$ cat src/rtl/core/xvbr_pkg.sv
// Shared types and constants of the Xing VBR header parser and seek block.
`default_nettype none

package xvbr_pkg;

    localparam int TOC_ENTRIES = 100;
    localparam int TOC_AW      = $clog2(TOC_ENTRIES);

    localparam logic [TOC_AW-1:0] TOC_LAST = TOC_AW'(TOC_ENTRIES - 1);
    localparam logic [14:0]       SEEK_MAX = 15'(TOC_ENTRIES * 256);
    localparam logic [8:0]        FB_END   = 9'd256;

    localparam logic [5:0] SKIP_LONG  = 6'd32;
    localparam logic [5:0] SKIP_MID   = 6'd17;
    localparam logic [5:0] SKIP_SHORT = 6'd9;
    localparam logic [1:0] MODE_MONO  = 2'd3;

    localparam logic [7:0] TAG_CHARS [4] = '{8'h58, 8'h69, 8'h6E, 8'h67};

    localparam logic RESULT_VERDICT = 1'b0;
    localparam logic RESULT_SEEK    = 1'b1;

    typedef logic [7:0] toc_tab_t [TOC_ENTRIES];

    function automatic toc_tab_t lin_toc_build();
        toc_tab_t t;
        for (int k = 0; k < TOC_ENTRIES; k++)
        begin
            t[k] = 8'((k * 256) / TOC_ENTRIES);
        end
        return t;
    endfunction

    // Table used when the header carries no table of contents.
    localparam toc_tab_t LIN_TOC = lin_toc_build();

    typedef struct packed {
        logic restart;
        logic pos_inc;
        logic pos_clr;
        logic cap_mpeg1;
        logic cap_mode;
        logic cap_flags;
        logic shift_frames;
        logic shift_bytes;
        logic toc_write;
        logic fin;
        logic fin_ok;
        logic seek_start;
        logic seek_fa;
        logic seek_fx;
        logic seek_done;
    } cmd_t;

    typedef struct packed {
        logic pos_is1;
        logic pos_is3;
        logic skip_last;
        logic toc_last;
        logic tag_match;
        logic frames_bad;
        logic toc_drop;
        logic byte_zero;
        logic byte_bit0;
        logic want_bytes;
        logic want_toc;
    } status_t;

endpackage

`default_nettype wire

$ cat src/rtl/core/xvbr_ram.sv
// Generic single-write, single-read RAM with registered read data.
`default_nettype none

module xvbr_ram #(
    parameter int WIDTH = 8,
    parameter int DEPTH = 100,
    parameter int AW    = $clog2(DEPTH)
) (
    input  wire logic             clk,
    input  wire logic             we,
    input  wire logic [AW-1:0]    waddr,
    input  wire logic [WIDTH-1:0] wdata,
    input  wire logic [AW-1:0]    raddr,
    output logic      [WIDTH-1:0] rdata
);

    logic [WIDTH-1:0] mem [DEPTH];

    always_ff @(posedge clk)
    begin
        if (we)
        begin
            mem[waddr] <= wdata;
        end
        rdata <= mem[raddr];
    end

endmodule

`default_nettype wire

$ cat src/rtl/core/xvbr_dp.sv
// Datapath: parse registers, table store, seek interpolation and result registers.
`default_nettype none

module xvbr_dp (
    input  wire logic           clk,
    input  wire logic           rst_n,
    input  wire xvbr_pkg::cmd_t cmd,
    input  wire logic [7:0]     data_byte,
    input  wire logic [15:0]    seek_percent,
    output xvbr_pkg::status_t   st,
    output logic                result_kind,
    output logic                header_ok,
    output logic [30:0]         frame_count,
    output logic [31:0]         stream_bytes,
    output logic [31:0]         seek_offset
);

    import xvbr_pkg::*;

    logic [TOC_AW-1:0] pos_reg, pos_next, pos_eff;
    logic              mpeg1_reg, mpeg1_next;
    logic [1:0]        mode_reg, mode_next;
    logic [2:0]        flags_reg, flags_next;
    logic              valid_reg, valid_next;
    logic [31:0]       frames_reg, frames_next;
    logic [31:0]       bytes_reg, bytes_next;
    logic [7:0]        prev_toc_reg;
    logic [5:0]        skip_len;

    logic [TOC_AW-1:0] a_reg, a_in, a_nxt, ram_raddr;
    logic [8:0]        f_reg, f_in;
    logic [14:0]       p_clamp;
    logic [7:0]        fa_reg, fa_sel;
    logic [8:0]        fb_sel, diff;
    logic [17:0]       part;
    logic [17:0]       fx_sum;
    logic [16:0]       fx_reg;
    logic [48:0]       big;
    logic [7:0]        ram_rdata;

    logic              kind_reg, ok_reg;
    logic [30:0]       fcount_reg;
    logic [31:0]       sbytes_reg, offset_reg;

    assign pos_eff = cmd.restart ? '0 : pos_reg;

    always_comb
    begin
        if (mpeg1_reg)
        begin
            skip_len = (mode_reg != MODE_MONO) ? SKIP_LONG : SKIP_MID;
        end
        else
        begin
            skip_len = (mode_reg != MODE_MONO) ? SKIP_MID : SKIP_SHORT;
        end
    end

    always_comb
    begin
        st            = '0;
        st.pos_is1    = (pos_eff == TOC_AW'(1));
        st.pos_is3    = (pos_eff == TOC_AW'(3));
        st.skip_last  = ({1'b0, pos_eff} == 8'(skip_len - 6'd1));
        st.toc_last   = (pos_eff == TOC_LAST);
        st.tag_match  = (data_byte == TAG_CHARS[pos_eff[1:0]]);
        st.frames_bad = ({frames_reg[23:0], data_byte} == 32'd0) || frames_reg[23];
        st.toc_drop   = (pos_eff != '0) && (data_byte < prev_toc_reg);
        st.byte_zero  = (data_byte == 8'd0);
        st.byte_bit0  = data_byte[0];
        st.want_bytes = flags_reg[1];
        st.want_toc   = flags_reg[2];
    end

    always_comb
    begin
        pos_next    = pos_reg;
        mpeg1_next  = mpeg1_reg;
        mode_next   = mode_reg;
        flags_next  = flags_reg;
        valid_next  = valid_reg;
        frames_next = frames_reg;
        bytes_next  = bytes_reg;
        if (cmd.restart)
        begin
            pos_next    = '0;
            flags_next  = '0;
            valid_next  = 1'b0;
            frames_next = '0;
            bytes_next  = '0;
        end
        priority if (cmd.pos_clr)
        begin
            pos_next = '0;
        end
        else if (cmd.pos_inc)
        begin
            pos_next = pos_eff + TOC_AW'(1);
        end
        if (cmd.cap_mpeg1)
        begin
            mpeg1_next = data_byte[3];
        end
        if (cmd.cap_mode)
        begin
            mode_next = data_byte[7:6];
        end
        if (cmd.cap_flags)
        begin
            flags_next = data_byte[2:0];
        end
        if (cmd.shift_frames)
        begin
            frames_next = {frames_reg[23:0], data_byte};
        end
        if (cmd.shift_bytes)
        begin
            bytes_next = {bytes_reg[23:0], data_byte};
        end
        if (cmd.fin)
        begin
            valid_next = cmd.fin_ok;
        end
    end

    always_ff @(posedge clk or negedge rst_n)
    begin
        if (!rst_n)
        begin
            pos_reg    <= '0;
            mpeg1_reg  <= 1'b0;
            mode_reg   <= '0;
            flags_reg  <= '0;
            valid_reg  <= 1'b0;
            frames_reg <= '0;
            bytes_reg  <= '0;
        end
        else
        begin
            pos_reg    <= pos_next;
            mpeg1_reg  <= mpeg1_next;
            mode_reg   <= mode_next;
            flags_reg  <= flags_next;
            valid_reg  <= valid_next;
            frames_reg <= frames_next;
            bytes_reg  <= bytes_next;
        end
    end

    always_comb
    begin
        p_clamp = (seek_percent > {1'b0, SEEK_MAX}) ? SEEK_MAX : seek_percent[14:0];
        a_in    = (p_clamp[14:8] > TOC_LAST) ? TOC_LAST : p_clamp[14:8];
        f_in    = 9'(p_clamp - {a_in, 8'h00});
        a_nxt   = (a_reg == TOC_LAST) ? a_reg : a_reg + TOC_AW'(1);
        ram_raddr = cmd.seek_start ? a_in : a_nxt;
        fa_sel  = flags_reg[2] ? ram_rdata : LIN_TOC[a_reg];
        if (a_reg == TOC_LAST)
        begin
            fb_sel = FB_END;
        end
        else
        begin
            fb_sel = {1'b0, flags_reg[2] ? ram_rdata : LIN_TOC[a_nxt]};
        end
        diff   = fb_sel - {1'b0, fa_reg};
        part   = diff * f_reg;
        fx_sum = {2'b00, fa_reg, 8'h00} + part;
        big    = 49'(fx_reg) * 49'(bytes_reg);
    end

    xvbr_ram #(
        .WIDTH (8),
        .DEPTH (TOC_ENTRIES)
    ) u_toc_ram (
        .clk   (clk),
        .we    (cmd.toc_write),
        .waddr (pos_eff),
        .wdata (data_byte),
        .raddr (ram_raddr),
        .rdata (ram_rdata)
    );

    always_ff @(posedge clk)
    begin
        if (cmd.toc_write)
        begin
            prev_toc_reg <= data_byte;
        end
        if (cmd.seek_start)
        begin
            a_reg <= a_in;
            f_reg <= f_in;
        end
        if (cmd.seek_fa)
        begin
            fa_reg <= fa_sel;
        end
        if (cmd.seek_fx)
        begin
            fx_reg <= fx_sum[16:0];
        end
        if (cmd.fin)
        begin
            kind_reg   <= RESULT_VERDICT;
            ok_reg     <= valid_next;
            fcount_reg <= valid_next ? frames_next[30:0] : '0;
            sbytes_reg <= valid_next ? bytes_next : '0;
            offset_reg <= '0;
        end
        else if (cmd.seek_done)
        begin
            kind_reg   <= RESULT_SEEK;
            ok_reg     <= valid_reg;
            fcount_reg <= valid_reg ? frames_reg[30:0] : '0;
            sbytes_reg <= valid_reg ? bytes_reg : '0;
            offset_reg <= valid_reg ? big[47:16] : '0;
        end
    end

    assign result_kind  = kind_reg;
    assign header_ok    = ok_reg;
    assign frame_count  = fcount_reg;
    assign stream_bytes = sbytes_reg;
    assign seek_offset  = offset_reg;

endmodule

`default_nettype wire

$ cat config.mk
export PLATFORM = sky130hd
export DESIGN_NAME = xvbr_dp
export DESIGN_NICKNAME = d
export VERILOG_FILES = /design/src/rtl/core/xvbr_pkg.sv /design/src/rtl/core/xvbr_ram.sv /design/src/rtl/core/xvbr_dp.sv
export SDC_FILE = /design/constraint.sdc
export NUM_CORES = 2
export LEC_CHECK = 0
export BUFFER_PORTS_ARGS = -buffer_cell sky130_fd_sc_hd__buf_2
export CAP_MARGIN = 5
export CORE_MARGIN = 8
export CORE_UTILIZATION = 30
export CTS_CLUSTER_SIZE = 16
export DETAILED_ROUTE_END_ITERATION = 8
export GPL_TIMING_DRIVEN = 1
export PLACE_DENSITY = 0.43
export SYNTH_ARGS = -nofsm -noshare
export SYNTH_HDL_FRONTEND = slang
export SYNTH_SLANG_ARGS = --single-unit
$ cat constraint.sdc
create_clock -name clk -period 13.2 [get_ports clk]
set_input_delay 2.64 -clock clk [delete_from_list [all_inputs] [get_ports clk]]
set_output_delay 2.64 -clock clk [all_outputs]
set_load 0.02 [all_outputs]
### Yosys cells after proc, flatten, opt, wreduce, memory -nomap -nowiden

Memory sizes are Yosys's and may differ from the RTL's. A register that Yosys moved wholly into a read port is not among the register bits.
Index checks and enable logic that the tools add are counted.

| storage, ports and cells | value |
|---|---|
| register bits after elaboration | 223 |
| latch bits | 0 |
| bits in writable memories | 800 |
| ROM bits | 2048 |
| input bits | 41 |
| output and inout port bits | 108 |
| logic and storage cells | 92 |
| memories kept | 3 |

| cells by class | value |
|---|---|
| add/subtract/negate cells | 6 |
| $mul | 2 |
| div/mod/pow operators | 0 |
| magnitude comparators | 6 |
| equal/unequal tests | 7 |
| shifts and indexed selects | 0 |
| mux-type cells | 41 |
| bitwise logic cells | 3 |
| reduce and logical (&&, ||, !) cells | 7 |

Memory list:

| name | words | bits a word | rd ports | clocked after Yosys merged registers in | write ports | line | RTL |
|---|---|---|---|---|---|---|---|
| (no name shown) | 128 | 8 | 1 | 0 | 0 | xvbr_dp.sv:164 | `fb_sel = {1'b0, flags_reg[2] ? ram_rdata : LIN_TOC[a_nxt]};` |
| (no name shown) | 128 | 8 | 1 | 0 | 0 | xvbr_dp.sv:157 | `fa_sel = flags_reg[2] ? ram_rdata : LIN_TOC[a_reg];` |
| u_toc_ram.mem | 100 | 8 | 1 | 1 | 1 | xvbr_ram.sv:17 | `logic [WIDTH-1:0] mem [DEPTH];` |

Operators with widths:

| cell | number |
|---|---|
| $mux 32 | 7 |
| $mux 31 | 6 |
| $mux 8 | 8 |
| $mul 17x32->48 | 1 |
| $mux 7 | 6 |
| $logic_not 32->1 | 1 |
| $add 16x17->17 | 1 |
| $mul 9x9->17 | 1 |
| $bmux 8 s2 | 1 |
| $ge 8x8->1 const B | 2 |
| $gt 16x15->1 const B | 1 |
| $not 7->8 | 2 |
| $mux 15 | 1 |
| $add 7x1->7 const B | 2 |
| $eq 7x7->1 const B | 2 |
| $mux 6 | 2 |
| $mux 9 | 1 |
| $sub 9x8->9 | 1 |
| $sub 9x9->9 | 1 |
| $eq 7x8->1 | 1 |
| $eq 8x8->1 | 1 |
| $logic_not 8->1 | 1 |
| $lt 8x8->1 | 1 |
| $eq 7x1->1 const B | 1 |
| 13 further kinds | 20 |

### Logic depth before layout (Yosys ltp)

| logic depth | value |
|---|---|
| word-level depth | 11 |
| mapped depth | 45 |
| depth with buffers taken out | 43 |

### Modules after synthesis

Synthesis repeated with hierarchy kept, for this count alone.

| unflattened totals | value |
|---|---|
| cells, all modules | 4692 |
| area total of the unflattened synthesis | 61938.2 µm² |

Modules (own cells, without submodules):

| module | times used | cells each | area an instance (µm²) | seq. area each (µm²) |
|---|---|---|---|---|
| xvbr_ram | 1 | 1384 | 31121.1 | 24183.2 |
| xvbr_dp | 1 | 3308 | 30817.1 | 5955.7 |

### Worst setup path after synthesis

Ideal clock, no wire load.

| timing path | value |
|---|---|
| kind | register to register |
| start point | register a_reg[1] |
| end point | register fx_reg[16], data pin |
| setup time | 0.268 ns |
| data arrival time | 8.641 ns |
| required time | 12.932 ns |
| slack | 4.291 ns |
| cell stages (with the launch flop) | 40 |
| buffers on the path | 1 |
| clock period less this slack | 8.909 ns |
| cell sequence | edfxtp_1 > ha_1 > nand4b_1 > o21ai_2 > and2_1 > inv_1 > ha_1 > clkbuf_1 > nand2_1 > o21ai_0 > a21oi_1 > a211oi_1 > o41ai_1 > nand2_1 > ha_1 > inv_1 > fa_1 > a21o_1 > [... 4 more ...] > xnor2_1 > nand2_1 > fa_1 > inv_1 > fa_1 > fa_1 > fa_1 > fa_1 > ha_1 > inv_1 > o21bai_1 > a21oi_1 > nor2b_1 > o21a_1 > nor3_1 > nor2_1 > o41ai_1 > xnor2_1 |

| between the ends | value |
|---|---|
| cells in the longest elaborated chain, start to end | 11 |
| elaborated cells between the ends (all ways) | 12 |
| classes of those cells | add/sub: 3; mul: 1; eq/ne: 1; mux: 5; bitwise: 1; memory: 1 |

Ends and longest elaborated chain:

| item | line | RTL |
|---|---|---|
| start: declaration | xvbr_dp.sv:30 | `logic [TOC_AW-1:0] a_reg, a_in, a_nxt, ram_raddr;` |
| start signal: assignment | xvbr_dp.sv:192 | `a_reg <= a_in;` |
| $add 7x1->7 / $eq 7x7->1 (equally long branches) | xvbr_dp.sv:155, xvbr_dp.sv:158 |  |
| $mux 7 | xvbr_dp.sv:155 | `a_nxt = (a_reg == TOC_LAST) ? a_reg : a_reg + TOC_AW'(1);` |
| $not 7->8 (not written as such) | xvbr_dp.sv:164 |  |
| $mem_v2 128x8 | n/a |  |
| $mux 8 (not written as such) (2 in series) | xvbr_dp.sv:164 |  |
| $mux 8 | xvbr_dp.sv:164 |  |
| $mux 9 (*) | xvbr_dp.sv:158 | `if (a_reg == TOC_LAST)` |
| $sub 9x8->9 (*) | xvbr_dp.sv:166 | `diff = fb_sel - {1'b0, fa_reg};` |
| $mul 9x9->17 (*) | xvbr_dp.sv:167 | `part = diff * f_reg;` |
| $add 16x17->17 (*) | xvbr_dp.sv:168 | `fx_sum = {2'b00, fa_reg, 8'h00} + part;` |
| named net fx_sum[16] | xvbr_dp.sv:36 | `logic [17:0] fx_sum;` |
| end signal: assignment | xvbr_dp.sv:201 | `fx_reg <= fx_sum[16:0];` |
| end: declaration | xvbr_dp.sv:37 | `logic [16:0] fx_reg;` |

Mark *: on every way through the listed nets, which the timed path passes. The rest lies on a longest branch. The select of a mux whose other input is x is not followed.
A chain may end at the register's enable or synchronous reset.

### Worst setup path in the final report

Ends and elaborated chain as after synthesis.

==> insert_results.sql <==
INSERT INTO impl_metrics (metric_group, metric, value, unit) VALUES
('place', 'place_ws', '2.56', 'ns'),
('drt', 'met1_length', '87600', 'um'),
('drt', 'detail_route.iter0.violations', '3199', ''),
('timing', 'period_needed', '10.74', 'ns'),
('timing', 'setup-tns-final', '0', 'ns'),
('setup_path', 'critical_path.reg2reg.startpoint', 'a_reg[1]$_DFFE_PP_', ''),
('logic_synthesis', 'synthAdderAreaFrac', '0.201', ''),
('logic_synthesis', 'syn_area_per_cell', '11.6', 'um2'),
('timing', 'finClkSkew', '0.0473', 'ns'),
('layout', 'fin_nets', '6161', ''),
('pwr', 'leakagePower', '26.3', 'nW'),
('die', 'placeableCoreArea', '0.207', 'mm2'),
('clocking', 'worst_setup_hold_path_clk_slew', '0.06', 'ns'),
('logic_synthesis', 'compound_gate_portion_of_the_synthesized_area', '0.0926', ''),
('clocking', 'holdBufCountCts', '0', ''),
('logic_synthesis', 'mappedNetlistNets', '6145', ''),
('logic_synthesis', 'synth-edff-count', '913', ''),
('drt', 'vias', '41462', ''),
('logic_synthesis', 'most_common_cell_in_the_netlist', 'sky130_fd_sc_hd__nand2_1', ''),
('setup_path', 'crit-reg2reg-capture', 'fx_reg[16]$_DFFE_PP_', ''),
('drt', 'drcViolationCount', '0', ''),
('grt', 'grt_max_degree', '135', ''),
('setup_path', 'ff2ff_path_depth', '39', ''),
('clocking', 'cts.repair_timing.setup_buffer_count', '0', ''),
('setup_path', 'critPathRequiredTime', '13.66', 'ns'),
('logic_synthesis', 'yosys-mux-area-fraction', '0.0322', ''),
('drt', 'antenna_violating_nets_post_route', '0', ''),
('setup_path', 'worstSetupPathType', 'reg -> reg', ''),
('layout', 'areaGrowthSynthToFinish', '11.4', '%'),
('logic_synthesis', 'synth-simple-area-share', '0.121', ''),
('grt', 'first_global_vias', '43027', ''),
('logic_synthesis', 'synthTopCellsByArea', 'sky130_fd_sc_hd__edfxtp_1 44%, sky130_fd_sc_hd__fa_1 16%, sky130_fd_sc_hd__nand2_1 6.1%', ''),
('clocking', 'numCtsBuffers', '115', ''),
('logic_synthesis', 'combinational_family_with_the_most_area_after_synthesis', 'adder cells', ''),
('layout', 'largest_register_ff_count', '800', ''),
('grt', 'globalRoute.totalOverflow', '0', ''),
('clocking', 'clock_tree_from_tritoncts', 'yes', ''),
('die', 'die_h', '473', 'um'),
('die', 'die_w', '473', 'um'),
('drt', 'routedWlPerCell', '23.7', 'um'),
('place', 'place_congestion', '0.801', ''),
('clocking', 'htree_levels', '3', ''),
('logic_synthesis', 'netlist_top_cells_count', '1012 x sky130_fd_sc_hd__nand2_1, 913 x sky130_fd_sc_hd__edfxtp_1, 567 x sky130_fd_sc_hd__inv_1', ''),
('setup_path', 'timing.critical_path.to_type', 'flop', ''),
('logic_synthesis', 'post_synth_num_cell_types', '97', ''),
('setup_path', 'critical_path.startpoint', 'a_reg[1]$_DFFE_PP_', ''),
('drt', 'route.met2.wl', '93400', 'um'),
('logic_synthesis', 'synth_top_area_share', '0.438', ''),
('pwr', 'vdd.ir_drop.worst', '0.465', 'mV'),
('hold_path', 'hold_path.class', 'reg -> reg', ''),
('setup_path', 'arrival', '11.20', 'ns'),
('drt', 'top_layer_reached_by_signal_wires', 'met5', ''),
('timing', 'worst_pin_slew', '1.33', 'ns'),
('pwr', 'pwrdens', '270', 'mW/mm2'),
('logic_synthesis', 'synthesis.instances', '5401', ''),
('layout', 'largest_register', 'u_toc_ram.mem', ''),
('grt', 'initial_antenna_violation_count', '11', ''),
('logic_synthesis', 'synth_seq_cells', '1030', ''),
('setup_path', 'cpMostUsedCell', 'sky130_fd_sc_hd__fa_1', ''),
('logic_synthesis', 'synth_xor_area_frac', '0.0109', ''),
('logic_synthesis', 'yosys_warning_total', '0', ''),
('drt', 'drt-vias-per-instance', '4.99', ''),
('logic_synthesis', 'asyncSetResetFlopFracSynth', '0.0738', ''),
('die', 'start_util', '0.302', ''),
('status', 'run_status', 'finished clean', ''),
('setup_path', 'critical_path.startpoint_type', 'flop', ''),
('die', 'io-pin-count', '149', ''),
('logic_synthesis', 'synthDominantAreaCellType', 'sky130_fd_sc_hd__edfxtp_1', ''),
('setup_path', 'worst-path-max-fanout', '20', ''),
('drt', 'dr_wl_met3', '10400', 'um'),
('timing', 'grt_setup_unrepaired', 'no', '');
area by class of cell:
type | count | area [um2] | area share
Sequential cell | 1030 | 30100 | 0.432
Multi-Input combinational cell | 3456 | 28700 | 0.412
Tap cell | 2788 | 3490 | 0.0500
Clock buffer | 147 | 3040 | 0.0436
Inverter | 571 | 2140 | 0.0308
Timing Repair Buffer | 243 | 1540 | 0.0221
Clock inverter | 71 | 652 | 0.00935
Antenna cell | 3 | 7.51 | 0.000108
cells by family (layout without fill, tap and decap cells):
| kind of cell | count (synthesis) | after routing |
|---|---|---|
| compound gates | 844 | 844 |
| flops | 1030 | 1030 |
| mux | 113 | 113 |
| other cells | 0 | 3 |
| xor+xnor | 77 | 77 |
| simple gates | 1719 | 1719 |
| buf+inv | 915 | 1032 |
| fa+ha+maj | 703 | 703 |
metrics by stage:
stage / utilization / cell area, um2 / hold slack [ns] / power [W]
after detailed placement: 0.318 / 66000 / 0.444 / 0.0157
after global placement: 0.318 / 66000 / 0.434 / 0.0158
after floorplan: - / 62600 / 0.472 / 0.0124
after global routing: 0.336 / 69700 / 0.479 / 0.0207
after CTS: 0.336 / 69700 / 0.457 / 0.0190
final: 0.336 / 69700 / 0.448 / 0.0188
worst max-delay path, delay by kind of cell (launching register included):
kind / cells / cell delay (ns)
compound gates: 15 / 2.94
xor+xnor: 2 / 0.78
fa+ha+maj: 10 / 4.33
buf+inv: 6 / 0.94
flops: 1 / 0.69
simple gates: 6 / 0.78
how the worst min path moves through the flow:
stage / from / cells after the start / slack, ns / end
after detailed placement: seek_offset[9]$_SDFFE_PP0P_ / 2 / 0.44 / seek_offset[9]$_SDFFE_PP0P_
after floorplan: mode_reg[1]$_DFFE_PN0P_ / 1 / 0.47 / mode_reg[1]$_DFFE_PN0P_
after CTS: seek_offset[9]$_SDFFE_PP0P_ / 2 / 0.46 / seek_offset[9]$_SDFFE_PP0P_
after global routing: seek_offset[9]$_SDFFE_PP0P_ / 2 / 0.48 / seek_offset[9]$_SDFFE_PP0P_
final: seek_offset[9]$_SDFFE_PP0P_ / 2 / 0.45 / seek_offset[9]$_SDFFE_PP0P_
after global placement: seek_offset[16]$_SDFFE_PP0P_ / 2 / 0.43 / seek_offset[16]$_SDFFE_PP0P_
cells in the final DEF (no fill, tap or decap), drive strengths merged, types with 34 or more instances in the layout:
| cell type | synthesis | layout |
|---|---|---|
| a211oi | 34 | 34 |
| a21oi | 263 | 263 |
| a22o | 63 | 63 |
| a32o | 67 | 67 |
| and2 | 189 | 189 |
| buf | 135 | 243 |
| clkbuf | 209 | 147 |
| clkinv | 2 | 57 |
| dfrtp | 76 | 76 |
| dfxtp | 41 | 41 |
| edfxtp | 913 | 913 |
| fa | 504 | 504 |
| ha | 199 | 199 |
| inv | 569 | 574 |
| mux2i | 42 | 42 |
| mux4 | 69 | 69 |
| nand2 | 1013 | 1013 |
| nand3 | 107 | 107 |
| nor2 | 226 | 226 |
| nor3 | 68 | 68 |
| o21ai | 138 | 138 |
| o22ai | 41 | 41 |
| xnor2 | 52 | 52 |
layer usage:
metal  global-route usage  vias up
li1                     -    18594
met1                0.236    21403
met2                0.287     1166
met3               0.0272      295
met4               0.0458        4
met5                    0        -
where the power goes:
part | leakage [nW] | internal [W] | switching, W
sequential | 9.72 | 0.00389 | 0.0000786
combinational | 14.8 | 0.00463 | 0.00702
clock | 1.79 | 0.00179 | 0.00139
Power figures use the tool's default switching activity.
