--- src/rtl/core/xvbr_pkg.sv ---
// Shared types and constants of the Xing VBR header parser and seek block.
`default_nettype none

package xvbr_pkg;

    localparam int TOC_ENTRIES = 100;
    localparam int TOC_AW      = $clog2(TOC_ENTRIES);

    localparam logic [TOC_AW-1:0] TOC_LAST = TOC_AW'(TOC_ENTRIES - 1);
    localparam logic [14:0]       SEEK_MAX = 15'(TOC_ENTRIES * 256);
    localparam logic [8:0]        FB_END   = 9'd256;

    localparam logic [5:0] SKIP_LONG  = 6'd32;
    localparam logic [5:0] SKIP_MID   = 6'd17;
    localparam logic [5:0] SKIP_SHORT = 6'd9;
    localparam logic [1:0] MODE_MONO  = 2'd3;

    localparam logic [7:0] TAG_CHARS [4] = '{8'h58, 8'h69, 8'h6E, 8'h67};

    localparam logic RESULT_VERDICT = 1'b0;
    localparam logic RESULT_SEEK    = 1'b1;

    typedef logic [7:0] toc_tab_t [TOC_ENTRIES];

    function automatic toc_tab_t lin_toc_build();
        toc_tab_t t;
        for (int k = 0; k < TOC_ENTRIES; k++)
        begin
            t[k] = 8'((k * 256) / TOC_ENTRIES);
        end
        return t;
    endfunction

    // Table used when the header carries no table of contents.
    localparam toc_tab_t LIN_TOC = lin_toc_build();

    typedef struct packed {
        logic restart;
        logic pos_inc;
        logic pos_clr;
        logic cap_mpeg1;
        logic cap_mode;
        logic cap_flags;
        logic shift_frames;
        logic shift_bytes;
        logic toc_write;
        logic fin;
        logic fin_ok;
        logic seek_start;
        logic seek_fa;
        logic seek_fx;
        logic seek_done;
    } cmd_t;

    typedef struct packed {
        logic pos_is1;
        logic pos_is3;
        logic skip_last;
        logic toc_last;
        logic tag_match;
        logic frames_bad;
        logic toc_drop;
        logic byte_zero;
        logic byte_bit0;
        logic want_bytes;
        logic want_toc;
    } status_t;

endpackage

`default_nettype wire

--- src/rtl/core/xvbr_ctrl.sv ---
// Controller: header parse state machine and seek sequencer.
`default_nettype none

module xvbr_ctrl (
    input  wire logic              clk,
    input  wire logic              rst_n,
    input  wire logic              start,
    input  wire logic              action,
    input  wire logic              frame_start,
    input  wire xvbr_pkg::status_t st,
    output xvbr_pkg::cmd_t         cmd,
    output logic                   busy,
    output logic                   done
);

    import xvbr_pkg::*;

    typedef enum logic [2:0] {
        PH_IDLE,
        PH_HDR,
        PH_SKIP,
        PH_TAG,
        PH_FLAGS,
        PH_FRAMES,
        PH_BYTES,
        PH_TOC
    } phase_t;

    typedef enum logic [1:0] {
        SK_IDLE,
        SK_FA,
        SK_FX,
        SK_MUL
    } seek_t;

    phase_t phase_reg, phase_next, phase_eff;
    seek_t  seek_reg, seek_next;
    logic   done_reg, done_next;

    always_comb
    begin
        cmd        = '0;
        phase_next = phase_reg;
        seek_next  = seek_reg;
        phase_eff  = frame_start ? PH_HDR : phase_reg;
        unique case (seek_reg)
            SK_IDLE:
            begin
                if (start && action)
                begin
                    cmd.seek_start = 1'b1;
                    seek_next      = SK_FA;
                end
                else if (start)
                begin
                    cmd.restart = frame_start;
                    phase_next  = phase_eff;
                    unique case (phase_eff)
                        PH_IDLE:
                        begin
                        end
                        PH_HDR:
                        begin
                            cmd.cap_mpeg1 = st.pos_is1;
                            cmd.cap_mode  = st.pos_is3;
                            if (st.pos_is3)
                            begin
                                phase_next  = PH_SKIP;
                                cmd.pos_clr = 1'b1;
                            end
                            else
                            begin
                                cmd.pos_inc = 1'b1;
                            end
                        end
                        PH_SKIP:
                        begin
                            if (st.skip_last)
                            begin
                                phase_next  = PH_TAG;
                                cmd.pos_clr = 1'b1;
                            end
                            else
                            begin
                                cmd.pos_inc = 1'b1;
                            end
                        end
                        PH_TAG:
                        begin
                            if (!st.tag_match)
                            begin
                                cmd.fin     = 1'b1;
                                cmd.pos_clr = 1'b1;
                                phase_next  = PH_IDLE;
                            end
                            else if (st.pos_is3)
                            begin
                                phase_next  = PH_FLAGS;
                                cmd.pos_clr = 1'b1;
                            end
                            else
                            begin
                                cmd.pos_inc = 1'b1;
                            end
                        end
                        PH_FLAGS:
                        begin
                            if (st.pos_is3)
                            begin
                                cmd.cap_flags = 1'b1;
                                cmd.pos_clr   = 1'b1;
                                if (st.byte_bit0)
                                begin
                                    phase_next = PH_FRAMES;
                                end
                                else
                                begin
                                    cmd.fin    = 1'b1;
                                    phase_next = PH_IDLE;
                                end
                            end
                            else
                            begin
                                cmd.pos_inc = 1'b1;
                            end
                        end
                        PH_FRAMES:
                        begin
                            cmd.shift_frames = 1'b1;
                            if (st.pos_is3)
                            begin
                                cmd.pos_clr = 1'b1;
                                priority if (st.frames_bad)
                                begin
                                    cmd.fin    = 1'b1;
                                    phase_next = PH_IDLE;
                                end
                                else if (st.want_bytes)
                                begin
                                    phase_next = PH_BYTES;
                                end
                                else if (st.want_toc)
                                begin
                                    phase_next = PH_TOC;
                                end
                                else
                                begin
                                    cmd.fin    = 1'b1;
                                    cmd.fin_ok = 1'b1;
                                    phase_next = PH_IDLE;
                                end
                            end
                            else
                            begin
                                cmd.pos_inc = 1'b1;
                            end
                        end
                        PH_BYTES:
                        begin
                            cmd.shift_bytes = 1'b1;
                            if (st.pos_is3)
                            begin
                                cmd.pos_clr = 1'b1;
                                if (st.want_toc)
                                begin
                                    phase_next = PH_TOC;
                                end
                                else
                                begin
                                    cmd.fin    = 1'b1;
                                    cmd.fin_ok = 1'b1;
                                    phase_next = PH_IDLE;
                                end
                            end
                            else
                            begin
                                cmd.pos_inc = 1'b1;
                            end
                        end
                        PH_TOC:
                        begin
                            cmd.toc_write = 1'b1;
                            priority if (st.toc_drop)
                            begin
                                cmd.fin     = 1'b1;
                                cmd.pos_clr = 1'b1;
                                phase_next  = PH_IDLE;
                            end
                            else if (st.toc_last)
                            begin
                                cmd.fin     = 1'b1;
                                cmd.fin_ok  = !st.byte_zero;
                                cmd.pos_clr = 1'b1;
                                phase_next  = PH_IDLE;
                            end
                            else
                            begin
                                cmd.pos_inc = 1'b1;
                            end
                        end
                        default:
                        begin
                        end
                    endcase
                end
            end
            SK_FA:
            begin
                cmd.seek_fa = 1'b1;
                seek_next   = SK_FX;
            end
            SK_FX:
            begin
                cmd.seek_fx = 1'b1;
                seek_next   = SK_MUL;
            end
            SK_MUL:
            begin
                cmd.seek_done = 1'b1;
                seek_next     = SK_IDLE;
            end
            default:
            begin
                seek_next = SK_IDLE;
            end
        endcase
        done_next = cmd.fin || cmd.seek_done;
    end

    always_ff @(posedge clk or negedge rst_n)
    begin
        if (!rst_n)
        begin
            phase_reg <= PH_IDLE;
            seek_reg  <= SK_IDLE;
            done_reg  <= 1'b0;
        end
        else
        begin
            phase_reg <= phase_next;
            seek_reg  <= seek_next;
            done_reg  <= done_next;
        end
    end

    assign busy = (seek_reg != SK_IDLE);
    assign done = done_reg;

endmodule

`default_nettype wire

--- config.mk ---
export PLATFORM = sky130hd
export DESIGN_NAME = xvbr_ctrl
export DESIGN_NICKNAME = d
export VERILOG_FILES = /design/src/rtl/core/xvbr_pkg.sv /design/src/rtl/core/xvbr_ctrl.sv
export SDC_FILE = /design/constraint.sdc
export NUM_CORES = 1
export LEC_CHECK = 0
export BUFFER_PORTS_ARGS = -buffer_cell sky130_fd_sc_hd__buf_2
export CELL_PAD_IN_SITES_DETAIL_PLACEMENT = 1
export CELL_PAD_IN_SITES_GLOBAL_PLACEMENT = 2
export CORE_MARGIN = 2
export CORE_UTILIZATION = 26
export CTS_BUF_LIST = sky130_fd_sc_hd__clkbuf_8 sky130_fd_sc_hd__clkbuf_16
export DETAILED_ROUTE_END_ITERATION = 7
export PLACE_DENSITY_LB_ADDON = 0.1
export RECOVER_POWER = 50
export SKIP_LAST_GASP = 1
export SLEW_MARGIN = 20
export SYNTH_ARGS = -nofsm -noshare
export SYNTH_HDL_FRONTEND = slang
export SYNTH_SLANG_ARGS = --single-unit
--- constraint.sdc ---
create_clock -name clk -period 1.9 [get_ports clk]
set_clock_uncertainty 0.1 [all_clocks]
set_input_delay 0.095 -clock clk [delete_from_list [all_inputs] [get_ports clk]]
set_output_delay 0.095 -clock clk [all_outputs]
set_load 0.02 [all_outputs]
* After elaboration in Yosys (flattened, before gate mapping)
Cells that the tools add are included.
Cells by class: add/sub/neg operators 0, multiply operators 0, div/mod/pow operators 0, magnitude comparators 0, eq/ne operators 11, shift operators 0, multiplexer cells 54, bitwise logic cells 1, reduce and logical (&&, ||, !) cells 7
Operator list (count):
- $mux 3 | 14
- $mux 1 | 25
- $mux 11 | 2
- $pmux 3 s7 | 1
- $pmux 2 s4 | 2
- $mux 2 | 7
- $eq 3x3->1 const B | 4
- $mux 12 | 1
- $eq 3x2->1 const B | 2
- $pmux 1 s5 | 1
- $eq 2x2->1 const B | 2
- $reduce_or 4->1 | 1
- $eq 3x1->1 const B | 1
- $pmux 1 s3 | 1
- $reduce_and 3->1 | 1
- $eq 2x1->1 const B | 1
- $logic_not 2->1 | 1
- $ne 2x2->1 const B | 1
- $reduce_bool 2->1 | 1
- $logic_and 1x1->1 | 1
- $logic_not 1->1 | 1
- $logic_or 1x1->1 | 1
- $not 1->1 | 1
Word-level totals: register bits after elaboration 6, latch bits 0, memory bits (writable) 0, ROM bits 0, memories 0

* Depth between registers and ports, before layout
Gate-level depths: netlist (run 1).
depth in word-level cells 9, depth in mapped cells 6

* Least setup slack after synthesis (run 1)
No wires, ideal clock.
path type reg2out, start point register seek_reg[0], end point output cmd[4] in the netlist's numbering, arrival 1.455 ns, data required time 1.705 ns, setup slack 0.250 ns, cell stages (with the launch flop) 6, buffers on the path 0, cell sequence dfrtp_1 inv_1 ha_1 and3b_1 nand3_1 a21oi_1
RTL lines:
- from (decl) | line xvbr_ctrl.sv:37 | seek_t seek_reg, seek_next;
- from (signal assigned) | line xvbr_ctrl.sv:241 | seek_reg <= seek_next;
- to (decl) | line xvbr_ctrl.sv:11 | output xvbr_pkg::cmd_t cmd,

==> summary.txt, run 1 <==
Run status
  – Status: completed

Layout
  – Filler cell count: 385
  – # diodes: 0
  – Share of layout cells above drive strength 1: 0.407
  – Final #Nets: 167
  – Post-route non-filler standard cell count: 189
  – Max reg flops: 3
  – Finished Core Util: 0.374
  – Layout area overhead: 35.5%

Synthesis
  – Number of flops mapped to enable cells by yosys: 0
  – Largest area contributor in the netlist: dfrtp_1
  – Ys async rst share: 1.00
  – Mapped Cells: 107
  – Synth Register Bits: 6
  – Syn Nets: 127
  – Top_reg_cell synth: dfrtp_1
  – Most common cell in the synthesized netlist: nand2_1
  – Post-synth top area share: 0.177
  – Sequential share of the synthesized area: 0.177
  – Average size of a mapped cell: 7.93 µm²
  – Synth top cells by count: 12 x nand2_1, 11 x a21oi_1, 9 x nor2_1
  – Synth warnings: 0
  – Synth area leaders: dfrtp_1 18%, a21oi_1 6.5%, ha_1 5.9%, buf_6 5.3%, nand2_1 5.3%
  – Cell area after synthesis: 848 µm²
  – Post-synth cell types: 44

Place
  – Gp weighted congestion: 0.745
  – IO Port Bufs: 32
  – DP HPWL: 2160 µm
  – Placed insts: 185

Drt
  – Vias per Instance: 5.02
  – Drt first pass iters: 4
  – Post-route ant nets: 0
  – Final WL: 2690 µm
  – Post-DR wirelength/cell: 14.2 µm
  – DRC viols: 0
  – Initial detailed-routing violation count: 14
  – Via count: 948

GRT
  – GR Util All Layers: 0.155
  – Vias in the first global route: 911
  – Initial antenna violation count: 0
  – Largest net degree at the start of global routing: 15
  – GR Overflow Total: 0
  – Global-route wire length before repair: 4340 µm

STA
  – Slew headroom: 0.790
  – Final worst path period share: 0.972
  – Max-slew violations: 0
  – Final hold vios: 0
  – Measured slew at the worst slew-check pin: 0.311 ns
  – # setup viols final: 0
  – F_max: 541 MHz
  – Setup TNS: 0 ns
  – Min Clock Period, post-route: 1.85 ns

Clock tree
  – H-tree Lvls: 1
  – Clk_lat worst skew: 0.22 ns
  – CTS tree: built
  – Clk slew on worst S/H paths: 0.04 ns
  – Root Buffer: clkbuf_8
  – Post-CTS setup buffer count: 0
  – Clk sinks: 6
  – Longest Clk Path Bufs: 2
  – Num CTS Buffers: 3

Critical path
  – Worst r2r src: phase_reg[2]
  – CP max FO: 7
  – CP endpoint: cmd[13]
  – R2r endpoint: phase_reg[0]
  – Worst Path Required: 1.70 ns
  – Cells on worst reg2reg path: 5
  – R2R Setup Slk: 0.28 ns
  – WP data arrival: 1.65 ns
  – Worst Setup SP: phase_reg[2]
  – Worst setup path class: register to output port
  – CP endpoint kind: output port
  – Crit path launch type: register

Floorplan
  – I/O pins: 33
  – Core ar.: 3080 µm²
  – Die height: 61.1 µm
  – Die ar.: 3740 µm²
  – Die W: 61.1 µm
  – Site Rows: 20
  – Initial Util: 0.276

Power
  – Comb pwr share: 0.647
  – Pwr dens: 1190 nW/µm²
  – Sequential power share: 0.215
  – Int Power: 0.698 mW
  – Peak supply drop: 0.636 mV
  – Clock network fraction of total power: 0.138
  – Sw Share: 0.490
  – Sw Pwr: 0.670 mW
  – Pleak: 0.504 nW

Worst hold path
  – Worst hold path class: input port to register

Job
  – Max_cap viols: 0
per-layer routing:
layer	GRT usage	wire (µm)
met1	0.215	1290
met2	0.251	1280
met3	0.0252	111
met4	0.0373	10
met5	0	0
per-stage QoR:
stage               hold WS, ns  cell area (µm²)  setup WS (ns)  total power [mW]
finish                    0.121             1150         0.0527              1.37
global route              0.150             1150       -0.00188              1.50
CTS                       0.117             1130        0.00348              1.39
detailed placement       -0.174             1070          0.121              1.15
global placement         -0.176             1070          0.148              1.15
floorplan                -0.301              848          0.250             0.912
power groups by stage:
| stage | clock, mW | sequential (mW) | combinational, mW |
|---|---|---|---|
| final | 0.189 | 0.294 | 0.885 |
| after global routing | 0.209 | 0.304 | 0.992 |
| after CTS | 0.200 | 0.287 | 0.899 |
| after detailed placement | 0 | 0.286 | 0.860 |
| after global placement | 0 | 0.290 | 0.857 |
| after floorplan | 0 | 0.252 | 0.660 |
cell usage in the layout (no fill, tap or decap), types with 2 or more instances in the layout:
master / count
nor3b_1: 2
buf_2: 24
o22a_1: 2
o211ai_1: 2
clkbuf_8: 3
nand2_1: 12
buf_4: 10
nor4b_1: 2
and3_1: 3
o21ai_0: 6
nor2_1: 8
nand2b_1: 3
clkbuf_1: 6
inv_2: 2
dfrtp_1: 4
ha_1: 3
nand3_2: 2
dfrtp_2: 2
inv_1: 5
a21oi_1: 10
o31ai_1: 3
cell type report:
cell class / count / area, µm² / share of cell area
inverter: 7 / 26.3 / 0.0229
sequential: 6 / 153 / 0.133
multi-input combinational: 88 / 647 / 0.563
clock buffer: 3 / 41.3 / 0.0359
timing repair buffer: 41 / 228 / 0.198
tap: 44 / 55.1 / 0.0479
critical path: stages, from the launching register on:
cell,delay (ns)
dfrtp_2,0.46
buf_4,0.18
nor4b_2,0.24
a21oi_1,0.06
o22a_1,0.18
a21oi_1,0.14
buf_2,0.18
worst min path at each step:
stage,from,endpoint,slack (ns),depth (start not counted)
3_3_place_gp,rst_n,seek_reg[0],-0.18,1
2_1_floorplan,rst_n,done,-0.30,0
5_1_grt,action,seek_reg[0],0.15,3
6_report,action,seek_reg[0],0.12,3
4_1_cts,rst_n,seek_reg[0],0.12,2
3_5_place_dp,rst_n,seek_reg[0],-0.17,1
cell families after synthesis:
kind of cell / count (synthesis) / synth area share
flip-flops: 6 / 0.177
AND/OR/NAND/NOR: 47 / 0.357
buffers and inverters: 13 / 0.0959
AO/OA/AOI/OAI: 37 / 0.311
adder cells (fa/ha/maj): 4 / 0.0590
what timing repair did:
action / 4_1_cts / 5_1_grt
endpoints found under the setup margin: 8 / 7
hold buffers: 1 / 0
gates resized for setup: 4 / 9
hold endpoints to repair: 6 / 0
Power figures use the tool's default switching activity.
==> inputs of run 2 (changes only) <==
--- a/config.mk
+++ b/config.mk
@@ -13,7 +13,7 @@
 export CTS_BUF_LIST = sky130_fd_sc_hd__clkbuf_8 sky130_fd_sc_hd__clkbuf_16
 export DETAILED_ROUTE_END_ITERATION = 7
 export PLACE_DENSITY_LB_ADDON = 0.1
-export RECOVER_POWER = 50
+export RECOVER_POWER = 25
 export SKIP_LAST_GASP = 1
 export SLEW_MARGIN = 20
 export SYNTH_ARGS = -nofsm -noshare
==> summary.txt, run 2 (synthesis results as in run 1) <==
Place
  – Gp weighted congestion: 0.745
  – DP HPWL: 2160 µm
  – Placed inst area: 1070 µm²
  – IO Port Bufs: 32
  – Placed insts: 185

Layout
  – Post-route non-filler standard cell count: 189
  – Max reg flops: 3
  – Commonest non-fill, non-tap cell in the layout: buf_2
  – Share of layout cells above drive strength 1: 0.441
  – Final #Nets: 167
  – Finished Core Util: 0.376
  – Final instance area: 1160 µm²
  – # diodes: 0
  – Layout area overhead: 36.3%
  – Most frequent cells in the layout: 29 x buf_2, 12 x nand2_1, 10 x a21oi_1, 10 x buf_4, 8 x nor2_1
  – Filler cell count: 384

Floorplan
  – Site Rows: 20
  – Initial Util: 0.276
  – Die W: 61.1 µm
  – I/O pins: 33
  – Die ar.: 3740 µm²
  – Core ar.: 3080 µm²
  – Die height: 61.1 µm

STA
  – Max-slew violations: 0
  – F_max: 541 MHz
  – Min Clock Period, post-route: 1.85 ns
  – Measured slew at the worst slew-check pin: 0.311 ns
  – # setup viols final: 0
  – Hold_ws: 0.120 ns
  – Slew headroom: 0.790
  – Final hold vios: 0
  – Final worst path period share: 0.973

Critical path
  – Worst Path Required: 1.70 ns
  – Worst Setup SP: phase_reg[2]
  – Crit path launch type: register
  – R2r endpoint: phase_reg[0]
  – Number of cells on the critical path: 6
  – Slowest stage cell, crit path: dfrtp_2
  – CP endpoint kind: output port
  – Worst r2r src: phase_reg[2]
  – Critical Path Most Common Cell: a21oi_1
  – Top delay family on crit path: flip-flops
  – Cells on worst reg2reg path: 5
  – CP max FO: 7
  – CP Cell Sequence: buf_4 > nor4b_2 > a21oi_1 > o22a_1 > a21oi_1 > buf_2
  – CP bufs+invs: 2
  – WP data arrival: 1.65 ns
  – Max incr delay on CP: 0.46 ns
  – CP endpoint: cmd[13]
  – Worst setup path class: register to output port
  – R2R Setup Slk: 0.27 ns

Run status
  – Status: completed

Clock tree
  – Clk sinks: 6
  – Clk slew on worst S/H paths: 0.04 ns
  – H-tree Lvls: 1
  – Clk_lat worst skew: 0.22 ns
  – Root Buffer: clkbuf_8
  – Longest Clk Path Bufs: 2
  – Num CTS Buffers: 3
  – CTS tree: built

Drt
  – Initial detailed-routing violation count: 17
  – Post-route ant nets: 0
  – Via count: 944
  – Drt first pass iters: 4
  – DRC viols: 0
  – Post-DR wirelength/cell: 14.3 µm
  – Final WL: 2700 µm
  – Vias per Instance: 4.99

Power
  – Clock network fraction of total power: 0.137
  – Sequential power share: 0.213
  – Int Power: 0.712 mW
  – Sw Pwr: 0.671 mW
  – Pwr dens: 1200 nW/µm²
  – Pleak: 0.521 nW
  – Peak supply drop: 0.652 mV
  – Sw Share: 0.485
  – Final Total Pwr: 1.38 mW
  – Comb pwr share: 0.650

Job
  – Max_cap viols: 0

GRT
  – GR Util All Layers: 0.155
  – Vias in the first global route: 911
  – Initial antenna violation count: 0
  – GR Overflow Total: 0
  – Global-route wire length before repair: 4340 µm
  – Largest net degree at the start of global routing: 15

Worst hold path
  – Worst hold path class: input port to register
[run 2: cell count changes in the layout (fill, tap and decap cells not counted)]
cell	before	now
buf_2	24	29
clkbuf_1	6	1
[run 2: power by group through the flow]
| stage | registers, mW | clock network [mW] | logic, mW |
|---|---|---|---|
| 6_report | 0.295 | 0.189 | 0.899 |
| 5_1_grt | 0.302 | 0.209 | 1.00 |
| 4_1_cts | 0.287 | 0.200 | 0.899 |
| 3_5_place_dp | 0.286 | 0 | 0.860 |
| 3_3_place_gp | 0.290 | 0 | 0.857 |
| 2_1_floorplan | 0.252 | 0 | 0.660 |
[run 2: worst min-delay path by stage]
stage,cells past startpoint,start,end
finish,3,action,seek_reg[0]
global route,3,action,seek_reg[0]
CTS,2,rst_n,seek_reg[0]
detailed placement,1,rst_n,seek_reg[0]
global placement,1,rst_n,seek_reg[0]
floorplan,0,rst_n,done
[run 2: what timing repair did]
action | CTS | global route
hold buffers | 1 | 0
setup buffers | 0 | 0
resized for setup | 4 | 9
hold endpoints to repair | 6 | 0
setup endpoints to repair | 8 | 7
[run 2: cell type report]
cell class / instances / area (µm²) / area share
Multi-Input combinational cell: 88 / 647 / 0.560
Timing Repair Buffer: 41 / 234 / 0.202
Sequential cell: 6 / 153 / 0.132
Tap cell: 44 / 55.1 / 0.0476
Clock buffer: 3 / 41.3 / 0.0357
Inverter: 7 / 26.3 / 0.0227
[run 2: per-stage QoR]
stage,TNS (ns),setup slack [ns]
after floorplan,0,0.250
after global placement,0,0.148
after detailed placement,0,0.121
after CTS,0,0.00348
after global routing,-0.00188,-0.00188
final,0,0.0520
[run 2: metal layers]
layer / vias to the layer above / GRT usage / part of all wire
met5: - / 0 / 0
met4: 0 / 0.0373 / 0.0037
met3: 2 / 0.0252 / 0.041
met2: 22 / 0.251 / 0.47
met1: 453 / 0.215 / 0.48
li1: 467 / - / -
[run 2: worst register-to-register path: cells and delay by family, from the launching register on]
family,cells,cell delay (ns)
compound gates,3,0.51
buf+inv,1,0.18
simple gates,1,0.28
flops,1,0.46
==> inputs of run 3 (changes only) <==
--- a/config.mk
+++ b/config.mk
@@ -8,7 +8,6 @@
 export BUFFER_PORTS_ARGS = -buffer_cell sky130_fd_sc_hd__buf_2
 export CELL_PAD_IN_SITES_DETAIL_PLACEMENT = 1
 export CELL_PAD_IN_SITES_GLOBAL_PLACEMENT = 2
-export CORE_MARGIN = 2
 export CORE_UTILIZATION = 26
 export CTS_BUF_LIST = sky130_fd_sc_hd__clkbuf_8 sky130_fd_sc_hd__clkbuf_16
 export DETAILED_ROUTE_END_ITERATION = 7
==> summary.txt, run 3 (synthesis results as in run 1) <==
Run status
  – Status: completed

Place
  – IO Port Bufs: 32
  – Place WS: 0.111 ns
  – Gp weighted congestion: 0.736
  – Placed insts: 185
  – Placed inst area: 1070 µm²
  – DP HPWL: 2240 µm

Critical path
  – CP max FO: 6
  – Crit path launch type: register
  – R2r endpoint: phase_reg[0]
  – Cells on worst reg2reg path: 5
  – CP endpoint kind: output port
  – Worst Path Required: 1.70 ns
  – Worst r2r src: phase_reg[2]
  – R2R Setup Slk: 0.29 ns
  – Worst setup path class: register to output port
  – WP data arrival: 1.63 ns

Drt
  – Post-DR wirelength/cell: 15.0 µm
  – Via count: 972
  – Vias per Instance: 5.09
  – Initial detailed-routing violation count: 49
  – DRC viols: 0
  – Drt first pass iters: 4
  – Post-route ant nets: 0
  – Final WL: 2860 µm

Clock tree
  – Clk slew on worst S/H paths: 0.04 ns
  – Clk_lat worst skew: 0.22 ns
  – CTS tree: built
  – Root Buffer: clkbuf_8
  – Num CTS Buffers: 3
  – H-tree Lvls: 1
  – Longest Clk Path Bufs: 2
  – Clk sinks: 6

Worst hold path
  – Hold Crit Depth: 3
  – Hold Path End: seek_reg[0]
  – Hold_sp: action
  – Worst hold path class: input port to register

STA
  – Post-route setup slack: 0.0772 ns
  – Final hold vios: 0
  – # setup viols final: 0
  – Max-slew violations: 0
  – Slew headroom: 0.796
  – Final worst path period share: 0.959
  – Measured slew at the worst slew-check pin: 0.302 ns
  – Min Clock Period, post-route: 1.82 ns
  – F_max: 549 MHz

Layout
  – Filler cell count: 395
  – # diodes: 0
  – Commonest non-fill, non-tap cell in the layout: buf_2
  – Most frequent cells in the layout: 28 x buf_2, 12 x nand2_1, 12 x buf_4
  – Post-route non-filler standard cell count: 191
  – Multi-input logic area: 662 µm²
  – Max reg flops: 3
  – Layout area overhead: 40.6%
  – Finished Core Util: 0.387
  – Final #Nets: 169
  – Final instance area: 1190 µm²
  – Reg area: 153 µm²
  – Share of layout cells above drive strength 1: 0.456

GRT
  – Global-route wire length before repair: 4720 µm
  – GR Overflow Total: 0
  – Largest net degree at the start of global routing: 13
  – Initial antenna violation count: 0
  – GR Util All Layers: 0.176
  – Vias in the first global route: 965

Floorplan
  – Die ar.: 3500 µm²
  – Site Rows: 20
  – Core ar.: 3080 µm²
  – Die W: 59.1 µm
  – I/O pins: 33
  – Initial Util: 0.276
  – Die height: 59.1 µm

Power
  – Peak supply drop: 0.755 mV
  – Final Total Pwr: 1.47 mW
  – Pleak: 0.534 nW
  – Pwr dens: 1230 nW/µm²

Job
  – Max_cap viols: 0
-- run 3: where the power goes --
group	total (mW)	switching [mW]	internal [mW]
logic	0.978	0.551	0.427
clock network	0.190	0.0543	0.136
registers	0.299	0.104	0.196
total	1.47	0.709	0.759
-- run 3: per-layer routing --
metal	global-route usage	up-vias	share of wire
met2	0.281	26	0.47
met3	0.0153	0	0.039
met4	0.0510	0	0
li1	-	473	-
met5	0	-	0
met1	0.251	473	0.49
-- run 3: per-stage QoR --
step                hold slack [ns]   TNS, ns
detailed placement           -0.175         0
floorplan                    -0.301         0
finish                        0.111         0
global placement             -0.176         0
CTS                           0.121         0
global route                  0.148  -0.00110
-- run 3: area by class of cell --
type                    count  share of cell area
repair buffers             43               0.214
clock buffers               3              0.0346
inverters                   7              0.0220
multi-input cells          88               0.555
well taps                  44              0.0462
flip-flops and latches      6               0.128
-- run 3: worst max-delay path by stage --
stage               slack [ns]           end        start
finish                    0.08       cmd[12]  seek_reg[0]
detailed placement        0.11        cmd[4]  seek_reg[1]
global route            -0.001       cmd[12]  seek_reg[0]
global placement          0.16  phase_reg[0]  seek_reg[1]
CTS                       0.01        cmd[8]  seek_reg[0]
floorplan                 0.25        cmd[4]  seek_reg[0]
-- run 3: timing repair --
| item | CTS | global route |
|---|---|---|
| pin swaps | 0 | 1 |
| endpoints found under the hold margin | 6 | 0 |
| setup endpoints to repair | 9 | 10 |
| gates resized for setup | 4 | 14 |
| hold buffers | 1 | 0 |
| setup buffers | 0 | 2 |
-- run 3: worst max-delay path: stages (launching register included) --
cell and delay, ns:
dfrtp_1 0.41, inv_2 0.11, ha_4 0.18, nand3b_4 0.12, a31o_2 0.29, a21oi_1 0.14
buf_4 0.16
